<file path="config.mk">
export PLATFORM = sky130hd
export DESIGN_NAME = guidance_lightbar_renderer_core
export DESIGN_NICKNAME = d
export VERILOG_FILES = /design/src/hdl/glr_pkg.sv /design/src/hdl/guidance_lightbar_renderer_core.sv /design/src/hdl/glr_ctrl.sv /design/src/hdl/glr_datapath.sv
export VERILOG_INCLUDE_DIRS = /design/src /design/src/hdl
export SDC_FILE = /design/constraint.sdc
export NUM_CORES = 1
export LEC_CHECK = 0
export BUFFER_PORTS_ARGS = -buffer_cell sky130_fd_sc_hd__buf_4
export CORE_UTILIZATION = 44
export DETAILED_ROUTE_END_ITERATION = 12
export MAX_ROUTING_LAYER = met4
export PLACE_DENSITY_LB_ADDON = 0.08
export SYNTH_ARGS = -nofsm -noshare
export SYNTH_HDL_FRONTEND = slang
export SYNTH_SLANG_ARGS = --single-unit
</file>
<file path="constraint.sdc">
create_clock -name clk -period 4.3 [get_ports clk]
set_input_delay 0.43 -clock clk [delete_from_list [all_inputs] [get_ports clk]]
set_output_delay 0.43 -clock clk [all_outputs]
set_load 0.005 [all_outputs]
</file>
<file path="src/hdl/assert_macros.svh">
// assertion macros shared by the renderer modules
// expects clk and rst_n in the scope of each use
`ifndef ASSERT_MACROS_SVH
`define ASSERT_MACROS_SVH

// checked at every rising clk edge, off while in reset
`define ASSERT_CLK(label, prop, msg) \
    label: assert property (@(posedge clk) disable iff (!rst_n) prop) else $error(msg);

// implication checked at every rising clk edge, off while in reset
`define ASSERT_IMPLY(label, cond, prop, msg) \
    label: assert property (@(posedge clk) disable iff (!rst_n) (cond) |-> (prop)) \
        else $error(msg);

`endif

</file>
<file path="src/hdl/glr_pkg.sv">
// shared types and constants of the guidance lightbar renderer
// no dependencies
package glr_pkg;

    // event kinds
    typedef enum logic [1:0] {
        OP_TICK   = 2'd0,
        OP_PACKET = 2'd1,
        OP_LINK   = 2'd2,
        OP_NONE   = 2'd3
    } op_t;

    // display status codes
    typedef enum logic [1:0] {
        ST_NO_LINK  = 2'd0,
        ST_NO_DATA  = 2'd1,
        ST_AUTO_OFF = 2'd2,
        ST_TRACKING = 2'd3
    } status_t;

    // pixel colour codes
    typedef enum logic [2:0] {
        C_BLACK  = 3'd0,
        C_RED    = 3'd1,
        C_GREEN  = 3'd2,
        C_BLUE   = 3'd3,
        C_YELLOW = 3'd4
    } color_t;

    // shown status after reset, matches no real status
    localparam logic [2:0] SHOWN_INVALID = 3'd4;

    // packet checks
    localparam logic [31:0] PKT_HEADER    = 32'h8081_7FFE;
    localparam logic [7:0]  DIST_AUTO_OFF = 8'd255;
    localparam logic [8:0]  DIST_BIAS     = 9'd127;
    localparam logic [15:0] LEN_LIMIT     = 16'd1024;
    localparam logic [15:0] CNT_MAX       = 16'hFFFF;

    // divider steps, one quotient bit each
    localparam int DIV_STEPS = 8;

    // register indexes
    localparam logic [1:0] REG_TIMEOUT    = 2'd0;
    localparam logic [1:0] REG_REFRESH    = 2'd1;
    localparam logic [1:0] REG_ERR_PER_PX = 2'd2;
    localparam logic [1:0] REG_BRIGHTNESS = 2'd3;

    // register reset values
    localparam logic [15:0] TIMEOUT_RST    = 16'd2000;
    localparam logic [15:0] REFRESH_RST    = 16'd1000;
    localparam logic [6:0]  ERR_PER_PX_RST = 7'd8;
    localparam logic [7:0]  BRIGHTNESS_RST = 8'd100;

    // configuration seen by the datapath
    typedef struct packed {
        logic [15:0] timeout_ms;
        logic [15:0] refresh_ms;
        logic [6:0]  error_per_pixel;
        logic [7:0]  brightness;
    } cfg_t;

    // controller to datapath
    typedef struct packed {
        logic apply;
        logic commit;
        logic div_step;
        logic emit;
    } cmd_t;

    // datapath to controller
    typedef struct packed {
        logic ev_ignored;
        logic frame_due;
        logic out_free;
        logic pix_last;
    } sts_t;

endpackage

</file>
<file path="src/hdl/guidance_lightbar_renderer_core.sv">
// top level of the guidance lightbar renderer: register port, controller, datapath
// depends on glr_pkg, glr_ctrl, glr_datapath
//
//  channel   handshake            payload
//  events    in_valid / in_stall  op, link_up, header_word, distance_byte, packet_length
//  pixels    out_valid/out_stall  pixel_index, color, level, status_code, last
//  config    psel/penable/pready  paddr, pwdata, prdata
//
// an event is taken in S_IDLE and tested for a frame in the next cycle, in S_CHECK
// a frame then runs the divider for the bar length, then one pixel word per cycle while
// the receiver does not stall; the pixel output register sets the pace
// out_stall holds the current pixel word and pauses the frame; in_stall is high until done
// rst_n clears the display state and loads the register defaults at once
module guidance_lightbar_renderer_core #(
    parameter int PIXEL_COUNT = 35
) (
    input  logic        clk,
    input  logic        rst_n,
    input  logic        psel,
    input  logic        penable,
    input  logic        pwrite,
    input  logic [3:0]  paddr,
    input  logic [31:0] pwdata,
    output logic [31:0] prdata,
    output logic        pready,
    input  logic        in_valid,
    output logic        in_stall,
    input  logic [1:0]  op,
    input  logic        link_up,
    input  logic [31:0] header_word,
    input  logic [7:0]  distance_byte,
    input  logic [15:0] packet_length,
    output logic        out_valid,
    input  logic        out_stall,
    output logic [5:0]  pixel_index,
    output logic [2:0]  color,
    output logic [7:0]  level,
    output logic [1:0]  status_code,
    output logic        last
);
    import glr_pkg::*;

    cfg_t cfg_reg;
    cmd_t cmd;
    sts_t sts;
    logic wr_en;

    // register writes
    assign pready = 1'b1;
    assign wr_en  = psel && penable && pwrite;

    always_ff @(posedge clk or negedge rst_n)
    begin
        if (!rst_n)
        begin
            cfg_reg.timeout_ms      <= TIMEOUT_RST;
            cfg_reg.refresh_ms      <= REFRESH_RST;
            cfg_reg.error_per_pixel <= ERR_PER_PX_RST;
            cfg_reg.brightness      <= BRIGHTNESS_RST;
        end
        else if (wr_en)
        begin
            unique case (paddr[3:2])
                REG_TIMEOUT:    cfg_reg.timeout_ms      <= pwdata[15:0];
                REG_REFRESH:    cfg_reg.refresh_ms      <= pwdata[15:0];
                REG_ERR_PER_PX: cfg_reg.error_per_pixel <= pwdata[6:0];
                REG_BRIGHTNESS: cfg_reg.brightness      <= pwdata[7:0];
                default:
                begin
                end
            endcase
        end
    end

    // register reads
    always_comb
    begin
        unique case (paddr[3:2])
            REG_TIMEOUT:    prdata = {16'd0, cfg_reg.timeout_ms};
            REG_REFRESH:    prdata = {16'd0, cfg_reg.refresh_ms};
            REG_ERR_PER_PX: prdata = {25'd0, cfg_reg.error_per_pixel};
            REG_BRIGHTNESS: prdata = {24'd0, cfg_reg.brightness};
            default:        prdata = '0;
        endcase
    end

    glr_ctrl u_ctrl (
        .clk      (clk),
        .rst_n    (rst_n),
        .in_valid (in_valid),
        .in_stall (in_stall),
        .sts      (sts),
        .cmd      (cmd)
    );

    glr_datapath #(
        .PIXEL_COUNT (PIXEL_COUNT)
    ) u_datapath (
        .clk           (clk),
        .rst_n         (rst_n),
        .cfg           (cfg_reg),
        .cmd           (cmd),
        .sts           (sts),
        .op            (op),
        .link_up       (link_up),
        .header_word   (header_word),
        .distance_byte (distance_byte),
        .packet_length (packet_length),
        .out_valid     (out_valid),
        .out_stall     (out_stall),
        .pixel_index   (pixel_index),
        .color         (color),
        .level         (level),
        .status_code   (status_code),
        .last          (last)
    );

endmodule

</file>
<file path="src/hdl/glr_ctrl.sv">
// controller of the lightbar renderer: event accept, frame test, divide, pixel emit
// depends on glr_pkg and assert_macros.svh
`include "assert_macros.svh"

module glr_ctrl (
    input  logic          clk,
    input  logic          rst_n,
    input  logic          in_valid,
    output logic          in_stall,
    input  glr_pkg::sts_t sts,
    output glr_pkg::cmd_t cmd
);
    import glr_pkg::*;

    localparam int CW = (DIV_STEPS > 1) ? $clog2(DIV_STEPS) : 1;

    typedef enum logic [1:0] {
        S_IDLE,
        S_CHECK,
        S_DIV,
        S_EMIT
    } state_t;

    state_t        state_reg;
    logic [CW-1:0] div_cnt_reg;

    // commands decoded from state
    assign in_stall     = (state_reg != S_IDLE);
    assign cmd.apply    = (state_reg == S_IDLE) && in_valid && !sts.ev_ignored;
    assign cmd.commit   = (state_reg == S_CHECK) && sts.frame_due;
    assign cmd.div_step = (state_reg == S_DIV);
    assign cmd.emit     = (state_reg == S_EMIT) && sts.out_free;

    // state and divide step count
    always_ff @(posedge clk or negedge rst_n)
    begin
        if (!rst_n)
        begin
            state_reg   <= S_IDLE;
            div_cnt_reg <= '0;
        end
        else
        begin
            unique case (state_reg)
                S_IDLE:
                begin
                    if (cmd.apply)
                        state_reg <= S_CHECK;
                end
                S_CHECK:
                begin
                    div_cnt_reg <= '0;
                    state_reg   <= sts.frame_due ? S_DIV : S_IDLE;
                end
                S_DIV:
                begin
                    if (div_cnt_reg == CW'(DIV_STEPS - 1))
                        state_reg <= S_EMIT;
                    else
                        div_cnt_reg <= div_cnt_reg + 1'b1;
                end
                S_EMIT:
                begin
                    if (cmd.emit && sts.pix_last)
                        state_reg <= S_IDLE;
                end
                default:
                    state_reg <= S_IDLE;
            endcase
        end
    end

    `ASSERT_CLK(a_frame_end_idle,
        (state_reg == S_EMIT && sts.out_free && sts.pix_last) |=> (state_reg == S_IDLE),
        "frame did not end after the last pixel")
    `ASSERT_IMPLY(a_div_leads_emit, state_reg == S_EMIT,
        $past(state_reg) == S_EMIT || $past(state_reg) == S_DIV,
        "emit entered without a divide")
    `ASSERT_CLK(a_commit_div,
        cmd.commit |=> (state_reg == S_DIV && div_cnt_reg == '0),
        "frame commit did not start the divider")

endmodule

</file>
<file path="src/hdl/glr_datapath.sv">
// datapath of the lightbar renderer: display state, counters, bar divider, pixel output
// depends on glr_pkg and assert_macros.svh
`include "assert_macros.svh"

module glr_datapath #(
    parameter int PIXEL_COUNT = 35
) (
    input  logic          clk,
    input  logic          rst_n,
    input  glr_pkg::cfg_t cfg,
    input  glr_pkg::cmd_t cmd,
    output glr_pkg::sts_t sts,
    input  logic [1:0]    op,
    input  logic          link_up,
    input  logic [31:0]   header_word,
    input  logic [7:0]    distance_byte,
    input  logic [15:0]   packet_length,
    output logic          out_valid,
    input  logic          out_stall,
    output logic [5:0]    pixel_index,
    output logic [2:0]    color,
    output logic [7:0]    level,
    output logic [1:0]    status_code,
    output logic          last
);
    import glr_pkg::*;

    localparam logic [5:0]        LAST_PIX = 6'(PIXEL_COUNT - 1);
    localparam logic signed [7:0] CENTER   = 8'((PIXEL_COUNT - 1) / 2);

    // display state
    status_t            status_reg, status_next;
    logic [2:0]         shown_status_reg;
    logic signed [8:0]  track_error_reg, track_error_next;
    logic signed [8:0]  shown_error_reg;
    logic [15:0]        since_valid_reg, since_valid_next;
    logic [15:0]        since_refresh_reg, since_refresh_next;
    logic               link_reg, link_next;

    // divider and pixel counter
    logic [7:0]         quo_reg;
    logic [6:0]         rem_reg;
    logic [6:0]         dsr_reg;
    logic               neg_reg;
    logic [5:0]         pix_reg;

    // output word
    logic               out_valid_reg;
    logic [5:0]         pixel_index_reg;
    color_t             color_reg;
    logic [7:0]         level_reg;
    logic [1:0]         status_code_reg;
    logic               last_reg;

    logic               pkt_ok;
    logic [7:0]         trial;
    logic [7:0]         mag;
    logic signed [7:0]  lvl;
    logic signed [7:0]  bar_end;
    logic signed [7:0]  pix_s;
    color_t             end_color;
    color_t             pix_color;
    logic [8:0]         err_abs;

    // event update with timeout check
    assign pkt_ok = link_reg && (packet_length != 16'd0) && (packet_length < LEN_LIMIT)
                    && (header_word == PKT_HEADER);

    always_comb
    begin
        status_next        = status_reg;
        track_error_next   = track_error_reg;
        since_valid_next   = since_valid_reg;
        since_refresh_next = since_refresh_reg;
        link_next          = link_reg;
        case (op_t'(op))
            OP_TICK:
            begin
                if (since_valid_reg != CNT_MAX)
                    since_valid_next = since_valid_reg + 16'd1;
                if (since_refresh_reg != CNT_MAX)
                    since_refresh_next = since_refresh_reg + 16'd1;
            end
            OP_LINK:
            begin
                if (!link_reg && link_up)
                    status_next = ST_NO_DATA;
                else if (link_reg && !link_up)
                    status_next = ST_NO_LINK;
                link_next = link_up;
            end
            OP_PACKET:
            begin
                if (pkt_ok)
                begin
                    since_valid_next = '0;
                    if (distance_byte == DIST_AUTO_OFF)
                    begin
                        track_error_next = '0;
                        status_next      = ST_AUTO_OFF;
                    end
                    else
                    begin
                        track_error_next = $signed({1'b0, distance_byte}) - $signed(DIST_BIAS);
                        status_next      = ST_TRACKING;
                    end
                end
            end
            default:
            begin
            end
        endcase
        if (link_next && (since_valid_next > cfg.timeout_ms))
            status_next = ST_NO_DATA;
    end

    // status to controller
    assign sts.ev_ignored = (op_t'(op) == OP_NONE);
    assign sts.frame_due  = ({1'b0, status_reg} != shown_status_reg)
                            || (track_error_reg != shown_error_reg)
                            || (since_refresh_reg > cfg.refresh_ms);
    assign sts.out_free   = !out_valid_reg || !out_stall;
    assign sts.pix_last   = (pix_reg == LAST_PIX);

    // divider trial subtract, magnitude of the error
    assign trial   = {rem_reg, quo_reg[7]};
    assign err_abs = track_error_reg[8] ? 9'(-track_error_reg) : 9'(track_error_reg);

    // bar level clamp
    assign mag     = ($signed({1'b0, quo_reg[6:0]}) > CENTER || quo_reg[7])
                     ? 8'(CENTER) : quo_reg;
    assign lvl     = neg_reg ? -$signed(mag) : $signed(mag);
    assign bar_end = lvl + CENTER;
    assign pix_s   = $signed({2'b00, pix_reg});

    // colour of the current pixel
    always_comb
    begin
        unique case (status_reg)
            ST_NO_LINK:  end_color = C_RED;
            ST_NO_DATA:  end_color = C_BLUE;
            ST_AUTO_OFF: end_color = C_GREEN;
            default:     end_color = C_BLACK;
        endcase
        if (status_reg == ST_TRACKING)
        begin
            if (pix_s == CENTER && lvl == 8'sd0)
                pix_color = C_YELLOW;
            else if (lvl < 8'sd0 && pix_s >= bar_end && pix_s < CENTER)
                pix_color = C_GREEN;
            else if (lvl > 8'sd0 && pix_s <= bar_end && pix_s > CENTER)
                pix_color = C_RED;
            else
                pix_color = C_BLACK;
        end
        else
        begin
            pix_color = (pix_reg == 6'd0 || pix_reg == LAST_PIX) ? end_color : C_BLACK;
        end
    end

    // display state registers
    always_ff @(posedge clk or negedge rst_n)
    begin
        if (!rst_n)
        begin
            status_reg        <= ST_NO_LINK;
            shown_status_reg  <= SHOWN_INVALID;
            track_error_reg   <= '0;
            shown_error_reg   <= '0;
            since_valid_reg   <= '0;
            since_refresh_reg <= '0;
            link_reg          <= 1'b0;
        end
        else if (cmd.apply)
        begin
            status_reg        <= status_next;
            track_error_reg   <= track_error_next;
            since_valid_reg   <= since_valid_next;
            since_refresh_reg <= since_refresh_next;
            link_reg          <= link_next;
        end
        else if (cmd.commit)
        begin
            since_refresh_reg <= '0;
            shown_status_reg  <= {1'b0, status_reg};
            shown_error_reg   <= track_error_reg;
        end
    end

    // restoring divider, one quotient bit a cycle, and pixel counter
    always_ff @(posedge clk)
    begin
        if (cmd.commit)
        begin
            quo_reg <= err_abs[7:0];
            rem_reg <= '0;
            dsr_reg <= (cfg.error_per_pixel == 7'd0) ? 7'd1 : cfg.error_per_pixel;
            neg_reg <= track_error_reg[8];
            pix_reg <= '0;
        end
        else
        begin
            if (cmd.div_step)
            begin
                if (trial >= {1'b0, dsr_reg})
                begin
                    rem_reg <= 7'(trial - {1'b0, dsr_reg});
                    quo_reg <= {quo_reg[6:0], 1'b1};
                end
                else
                begin
                    rem_reg <= trial[6:0];
                    quo_reg <= {quo_reg[6:0], 1'b0};
                end
            end
            if (cmd.emit)
                pix_reg <= pix_reg + 6'd1;
        end
    end

    // output word valid
    always_ff @(posedge clk or negedge rst_n)
    begin
        if (!rst_n)
            out_valid_reg <= 1'b0;
        else if (cmd.emit)
            out_valid_reg <= 1'b1;
        else if (!out_stall)
            out_valid_reg <= 1'b0;
    end

    // output word payload
    always_ff @(posedge clk)
    begin
        if (cmd.emit)
        begin
            pixel_index_reg <= pix_reg;
            color_reg       <= pix_color;
            level_reg       <= cfg.brightness;
            status_code_reg <= status_reg;
            last_reg        <= (pix_reg == LAST_PIX);
        end
    end

    assign out_valid   = out_valid_reg;
    assign pixel_index = pixel_index_reg;
    assign color       = color_reg;
    assign level       = level_reg;
    assign status_code = status_code_reg;
    assign last        = last_reg;

    `ASSERT_IMPLY(a_last_index, out_valid_reg && last_reg, pixel_index_reg == LAST_PIX,
        "last flag on a pixel other than the final one")
    `ASSERT_IMPLY(a_no_overwrite, cmd.emit, !(out_valid_reg && out_stall),
        "pixel loaded over a stalled word")
    `ASSERT_CLK(a_commit_shown,
        cmd.commit |=> (shown_status_reg == {1'b0, status_reg} && since_refresh_reg == '0),
        "frame commit did not record the shown status")

endmodule

</file>
==> flow_summary.ini, run 1 <==
[placement]
worst_setup_timing_slack_at_the_placement_stage_ns = -0.152
port_buffers = 121
place.gp.congestion = 0.899
detailed_place_hpwl_um = 16800

[cells_and_area]
ff_latch_area_um2 = 4090
flip_flop_count_of_the_largest_register_all_copies_and_words_added = 47
drive_gt1_frac = 0.232
multi_input_area_um2 = 5090
flow.area_growth_from_synthesis_pct = 18.5
fillerInstances = 1987
antenna_cells_inserted = 0
layout.nets = 1275

[synthesis]
syn_warnings = 0
ys_dominant_reg_cell = sky130_fd_sc_hd__dfrtp_1
syn-cell-area_um2 = 9630
number_of_enable_type_register_cells_in_the_synthesized_netlist = 36
synth_top_area_cell = sky130_fd_sc_hd__dfrtp_1
synthArstFlopShare = 0.690
syn-instance-count = 994
mean_syn_cell_area_um2 = 9.69
post_synth_main_area_contributors = sky130_fd_sc_hd__dfrtp_1, sky130_fd_sc_hd__edfxtp_1, sky130_fd_sc_hd__ha_1, sky130_fd_sc_hd__mux2_2, sky130_fd_sc_hd__dfstp_2
ys_seq_elements = 158
synthTopCellsByCount = sky130_fd_sc_hd__dfrtp_1, sky130_fd_sc_hd__nand2_1, sky130_fd_sc_hd__nor2_1
proportion_of_synthesized_chip_area_in_sequential_cells = 0.425
post-synth-top-count-cell = sky130_fd_sc_hd__dfrtp_1
yosys.area.top_type_share = 0.239
netlist-cell-type-count = 73

[detailed_routing]
drcViolationCount = 0
postRouteAntennaNets = 0
via_count = 7488
viasPerCell = 5.38
wire_per_inst_um = 16.2
drt_pass1_iterations = 5
first_iter_violations = 443
routed_wirelength_um = 22500

[setup_path]
worstSetupEndpointType = flop
worstPathMaxFanout = 10
rr_worst_depth = 15
timing.critical_path.cells = buf_4 -> or4_1 -> or4_1 -> a2111oi_4 -> mux2i_4 -> inv_1 -> o21ai_0 -> a32o_1 -> ha_1 -> nor2b_1 -> o21ai_0 -> a31oi_1 -> o41ai_1 -> buf_4 -> and4_1 -> a221oi_1
cpMaxStageDelayCell = sky130_fd_sc_hd__or4_1
crit_type = in2reg
setup.worst_path.start_class = input pin
critical-path-max-stage-delay_ns = 0.54
crit_required_ns = 4.58
setup.reg_to_reg.worst_slack_ns = 0.51
worst-endpoint-arrival_ns = 4.24

[global_routing]
global_route_wire_length_before_repair_um = 37000
grt_max_degree = 68
number_of_global_route_vias_before_repair = 7156
grt_antenna_before_repair = 0
grt.overflow.total = 0
gr-usage-all-layers = 0.217

[sta]
final_skew_ns = 0.0108
worst_margin_pin_slew_ns = 0.899
hold_viol = 0
min_period_over_period = 0.920
maxSlewViolCount = 0
unrepaired_setup_endpoints_after_global_routing = no
max_slew_margin = 0.401
max_freq_mhz = 253
post-route-worst-setup-slack_ns = 0.346
report.final.setup_viol = 0
period_needed_ns = 3.95

[clock_tree]
clkLatencyLatePin_ns = 0.42
cts_setup_buffers = 0
ctsRootBufferMaster = sky130_fd_sc_hd__clkbuf_16
tritoncts.num_buffers = 17
cts.sinks = 158
h-tree-depth = 4
clk_transition_reported_paths_ns = 0.07
hold_buffers = 0
tritoncts = yes
cts.path.max_buffers = 2

[die]
die_h_um = 150
core_area_um2 = 21200
die-area_um2 = 22500
die_w_um = 150
floorplan.initialDensity = 0.454
rows = 53
io-pin-count = 157

[power_and_ir_drop]
power.density_cell_area_nw_per_um2 = 498
power.ir.vdd_worst_uv = 260
power.total_mw = 5.68
cellLeakagePower_nw = 5.07

[run_status]
outcome = finished clean

[hold_path]
worst_hold_path_type = in2async

[job]
cap_viol_max_count = 0
## through the flow
stage,area [um^2],hold WS [ns],TNS (ns),instances,utilization
finish,11400,0.114,0,1393,0.538
global route,11400,0.187,0,1393,0.538
CTS,11400,0.154,0,1393,0.537
detailed placement,10800,0.467,-0.263,1361,0.508
global placement,10800,0.451,-0.281,1361,0.508
floorplan,9690,0.134,0,1009,-
## final timing paths
| path | start | end |
|---|---|---|
| worst max-delay path | packet_length[11] | u_datapath.status_reg[0] |
| worst min-delay path | rst_n | cfg_reg[4] |
| worst max register to register | u_datapath.link_reg | u_datapath.status_reg[0] |
| worst min register to register | cfg_reg[7] | u_datapath.level[7] |
| max in group asynchronous | rst_n | cfg_reg[23] |
| min in group clk | pwdata[10] | cfg_reg[41] |
## where the power goes
part           internal, mW  switching [mW]  total [mW]  leakage, nW
registers              1.98           0.329        2.31         1.76
logic                 0.861           0.931        1.79         3.02
clock network         0.953           0.632        1.59        0.290
## final cells by class
class,count,area share
Multi-Input combinational cell,724,0.446
Sequential cell,158,0.358
Timing Repair Buffer,137,0.0901
Clock buffer,20,0.0401
Tap cell,275,0.0301
Inverter,67,0.0220
Clock inverter,12,0.0139
## cell usage in the layout (no fill, tap or decap), drive strengths merged, types with 25 or more instances in the layout
cell type,Yosys,layout
nand3,27,27
mux2,53,53
nand2,89,89
edfxtp,36,36
dfrtp,92,92
nand4,25,25
o21ai,58,58
ha,67,67
nor2,89,89
buf,21,137
inv,66,68
a21oi,48,48
## worst max-delay path, delay by kind of cell
kind	cells	cell delay [ns]
compound gates	7	1.52
fa+ha+maj	1	0.30
buf+inv	3	0.41
mux	1	0.21
simple gates	4	1.35
## logic make-up (layout without fill, tap and decap cells)
kind of cell,count (synthesis),in the layout,share of synthesized area
buf+inv,127,236,0.0574
compound gates,187,187,0.121
flops,158,158,0.425
other cells,2,17,0.000780
xor+xnor,47,47,0.0427
fa+ha+maj,68,68,0.0891
simple gates,325,325,0.165
mux,80,80,0.0995
## per-layer routing
metal | GRT usage | vias to the layer above | routed length (um)
met2 | 0.337 | 131 | 10700
met3 | 0.0296 | 13 | 608
met5 | - | - | 0
met4 | 0.0535 | 0 | 208
met1 | 0.298 | 3612 | 10900
li1 | - | 3732 | -
## timing repair
item	CTS	global route
endpoints found under the setup margin	0	2
endpoints found under the hold margin	0	0
gates resized for setup	0	3
No activity file was read; power rests on OpenSTA's default activity.
==> run 2: changes to the inputs <==
--- a/config.mk
+++ b/config.mk
@@ -10,7 +10,7 @@
 export CORE_UTILIZATION = 44
 export DETAILED_ROUTE_END_ITERATION = 12
 export MAX_ROUTING_LAYER = met4
-export PLACE_DENSITY_LB_ADDON = 0.08
+export PLACE_DENSITY = 0.63
 export SYNTH_ARGS = -nofsm -noshare
 export SYNTH_HDL_FRONTEND = slang
 export SYNTH_SLANG_ARGS = --single-unit
==> constraint.sdc (replaced) <==
create_clock -name clk -period 4.7 [get_ports clk]
set_input_delay 0.47 -clock clk [delete_from_list [all_inputs] [get_ports clk]]
set_output_delay 0.47 -clock clk [all_outputs]
set_load 0.005 [all_outputs]
==> flow_summary.ini, run 2 (synthesis results as in run 1) <==
[sta]
min_period_over_period = 0.898
unrepaired_setup_endpoints_after_global_routing = no
maxSlewViolCount = 0
max_freq_mhz = 237
period_needed_ns = 4.22
hold_viol = 0
worst_margin_pin_slew_ns = 1.02
sum_of_negative_setup_slack_ns = 0
final_skew_ns = 0.00737
report.final.setup_viol = 0
max_slew_margin = 0.318
post-route-worst-setup-slack_ns = 0.478

[die]
core_area_um2 = 21200
rows = 53
io-pin-count = 157
die-area_um2 = 22500
die_h_um = 150
floorplan.initialDensity = 0.454
die_w_um = 150

[setup_path]
worst-endpoint-arrival_ns = 4.52
worstPathMaxFanout = 15
timing.critical_path.cells = buf_4 -> or4_1 -> or4_1 -> a2111oi_2 -> mux2i_2 -> o21ai_0 -> o21ai_0 -> ha_1 -> a211oi_1 -> nor2_1 -> nor3_1 -> nor2_1 -> o41ai_1 -> buf_4 -> and4_1 -> a221oi_1
setup.worst_path.start_class = input pin
path_delay_family = compound AO/OA/AOI/OAI gates
worst-path-buf-inv = 2
cpMaxStageDelayCell = sky130_fd_sc_hd__or4_1
worstSetupEndpointType = flop
critical-path-max-stage-delay_ns = 0.51
crit_required_ns = 5.00
crit_type = in2reg

[power_and_ir_drop]
cellLeakagePower_nw = 5.03
power.density_cell_area_nw_per_um2 = 450
cell_internal_pwr_mw = 3.38
power_frac_clock = 0.267
share_seq_of_total_power = 0.415
netSwitchingFraction = 0.337
combinationalPowerShare = 0.318
net-switching-power_mw = 1.72
power.ir.vdd_worst_uv = 270

[cells_and_area]
layout.nets = 1270
multi_input_area_um2 = 5070
final_cell_mix = sky130_fd_sc_hd__buf_4, sky130_fd_sc_hd__dfrtp_1, sky130_fd_sc_hd__nand2_1, sky130_fd_sc_hd__nor2_1, sky130_fd_sc_hd__ha_1
layout.cells.most_common = sky130_fd_sc_hd__buf_4
drive_gt1_frac = 0.227
fillerInstances = 1958
flip_flop_count_of_the_largest_register_all_copies_and_words_added = 47
ff_latch_area_um2 = 4090
antenna_cells_inserted = 0
flow.area_growth_from_synthesis_pct = 17.4

[placement]
port_buffers = 121
detailed_place_hpwl_um = 16300
place.gp.congestion = 0.864
worst_setup_timing_slack_at_the_placement_stage_ns = 0.110

[global_routing]
use_met2 = 0.335
global_route_wire_length_before_repair_um = 36700
grt_antenna_before_repair = 0
number_of_global_route_vias_before_repair = 7355
grt_max_degree = 80
grt.overflow.total = 0
gr-usage-all-layers = 0.215
met3_track_utilization_from_global_routing = 0.0387
grtUsageMet1 = 0.282
busiest_layer = met2

[detailed_routing]
viasPerCell = 5.42
via_count = 7519
first_iter_violations = 434
wire_per_inst_um = 16.1
drcViolationCount = 0
drt_pass1_iterations = 5
routed_wirelength_um = 22300
postRouteAntennaNets = 0

[clock_tree]
ctsRootBufferMaster = sky130_fd_sc_hd__clkbuf_16
cts_repair_resize_count = 0
clkLatencyLatePin_ns = 0.43
tritoncts.num_buffers = 17
cts.path.max_buffers = 2
tritoncts = yes
cts_setup_buffers = 0
hold_buffers = 0
h-tree-depth = 4
cts.sinks = 158
clk_transition_reported_paths_ns = 0.06

[job]
cap_viol_max_count = 0

[hold_path]
worst_hold_path_type = in2async

[run_status]
outcome = finished clean
[run 2: layout make-up]
cell class | instances | area share
multi-input cells | 724 | 0.448
flip-flops and latches | 158 | 0.362
repair buffers | 132 | 0.0876
clock buffers | 19 | 0.0383
well taps | 275 | 0.0304
inverters | 67 | 0.0222
clock inverters | 13 | 0.0121
[run 2: power by group through the flow]
stage                     clock network (mW)  registers, mW  logic (mW)
final                                   1.36           2.11        1.62
after floorplan                            0           2.03        1.15
after detailed placement                   0           2.13        1.62
after global placement                     0           2.13        1.59
after global routing                    1.45           2.17        1.84
after CTS                               1.39           2.11        1.63
[run 2: metrics by stage]
| stage | util | area [um^2] | std cells | hold WS (ns) | total power [mW] |
|---|---|---|---|---|---|
| 2_1_floorplan | - | 9690 | 1009 | 0.174 | 3.18 |
| 3_3_place_gp | 0.506 | 10700 | 1356 | 0.458 | 3.72 |
| 3_5_place_dp | 0.506 | 10700 | 1356 | 0.457 | 3.75 |
| 4_1_cts | 0.533 | 11300 | 1388 | 0.243 | 5.13 |
| 5_1_grt | 0.533 | 11300 | 1388 | 0.254 | 5.46 |
| 6_report | 0.533 | 11300 | 1388 | 0.224 | 5.09 |
[run 2: path summary, 6_finish.rpt]
check	startpoint	to	slack, ns	cells after the start
worst max-delay path	packet_length[11]	u_datapath.status_reg[0]	0.48	16
worst min-delay path	rst_n	cfg_reg[4]	0.22	1
worst max register to register	u_datapath.link_reg	u_datapath.status_reg[0]	0.69	15
worst min register to register	cfg_reg[4]	u_datapath.level[4]	0.47	0
max in group asynchronous	rst_n	u_datapath.shown_status_reg[2]	3.42	2
min in group clk	pwdata[8]	cfg_reg[39]	0.26	3
[run 2: per-layer routing]
layer  up-vias  routed length, um
li1       3724                  -
met1      3629              10400
met2       137              10700
met3        29                803
met4         0                415
met5         -                  0
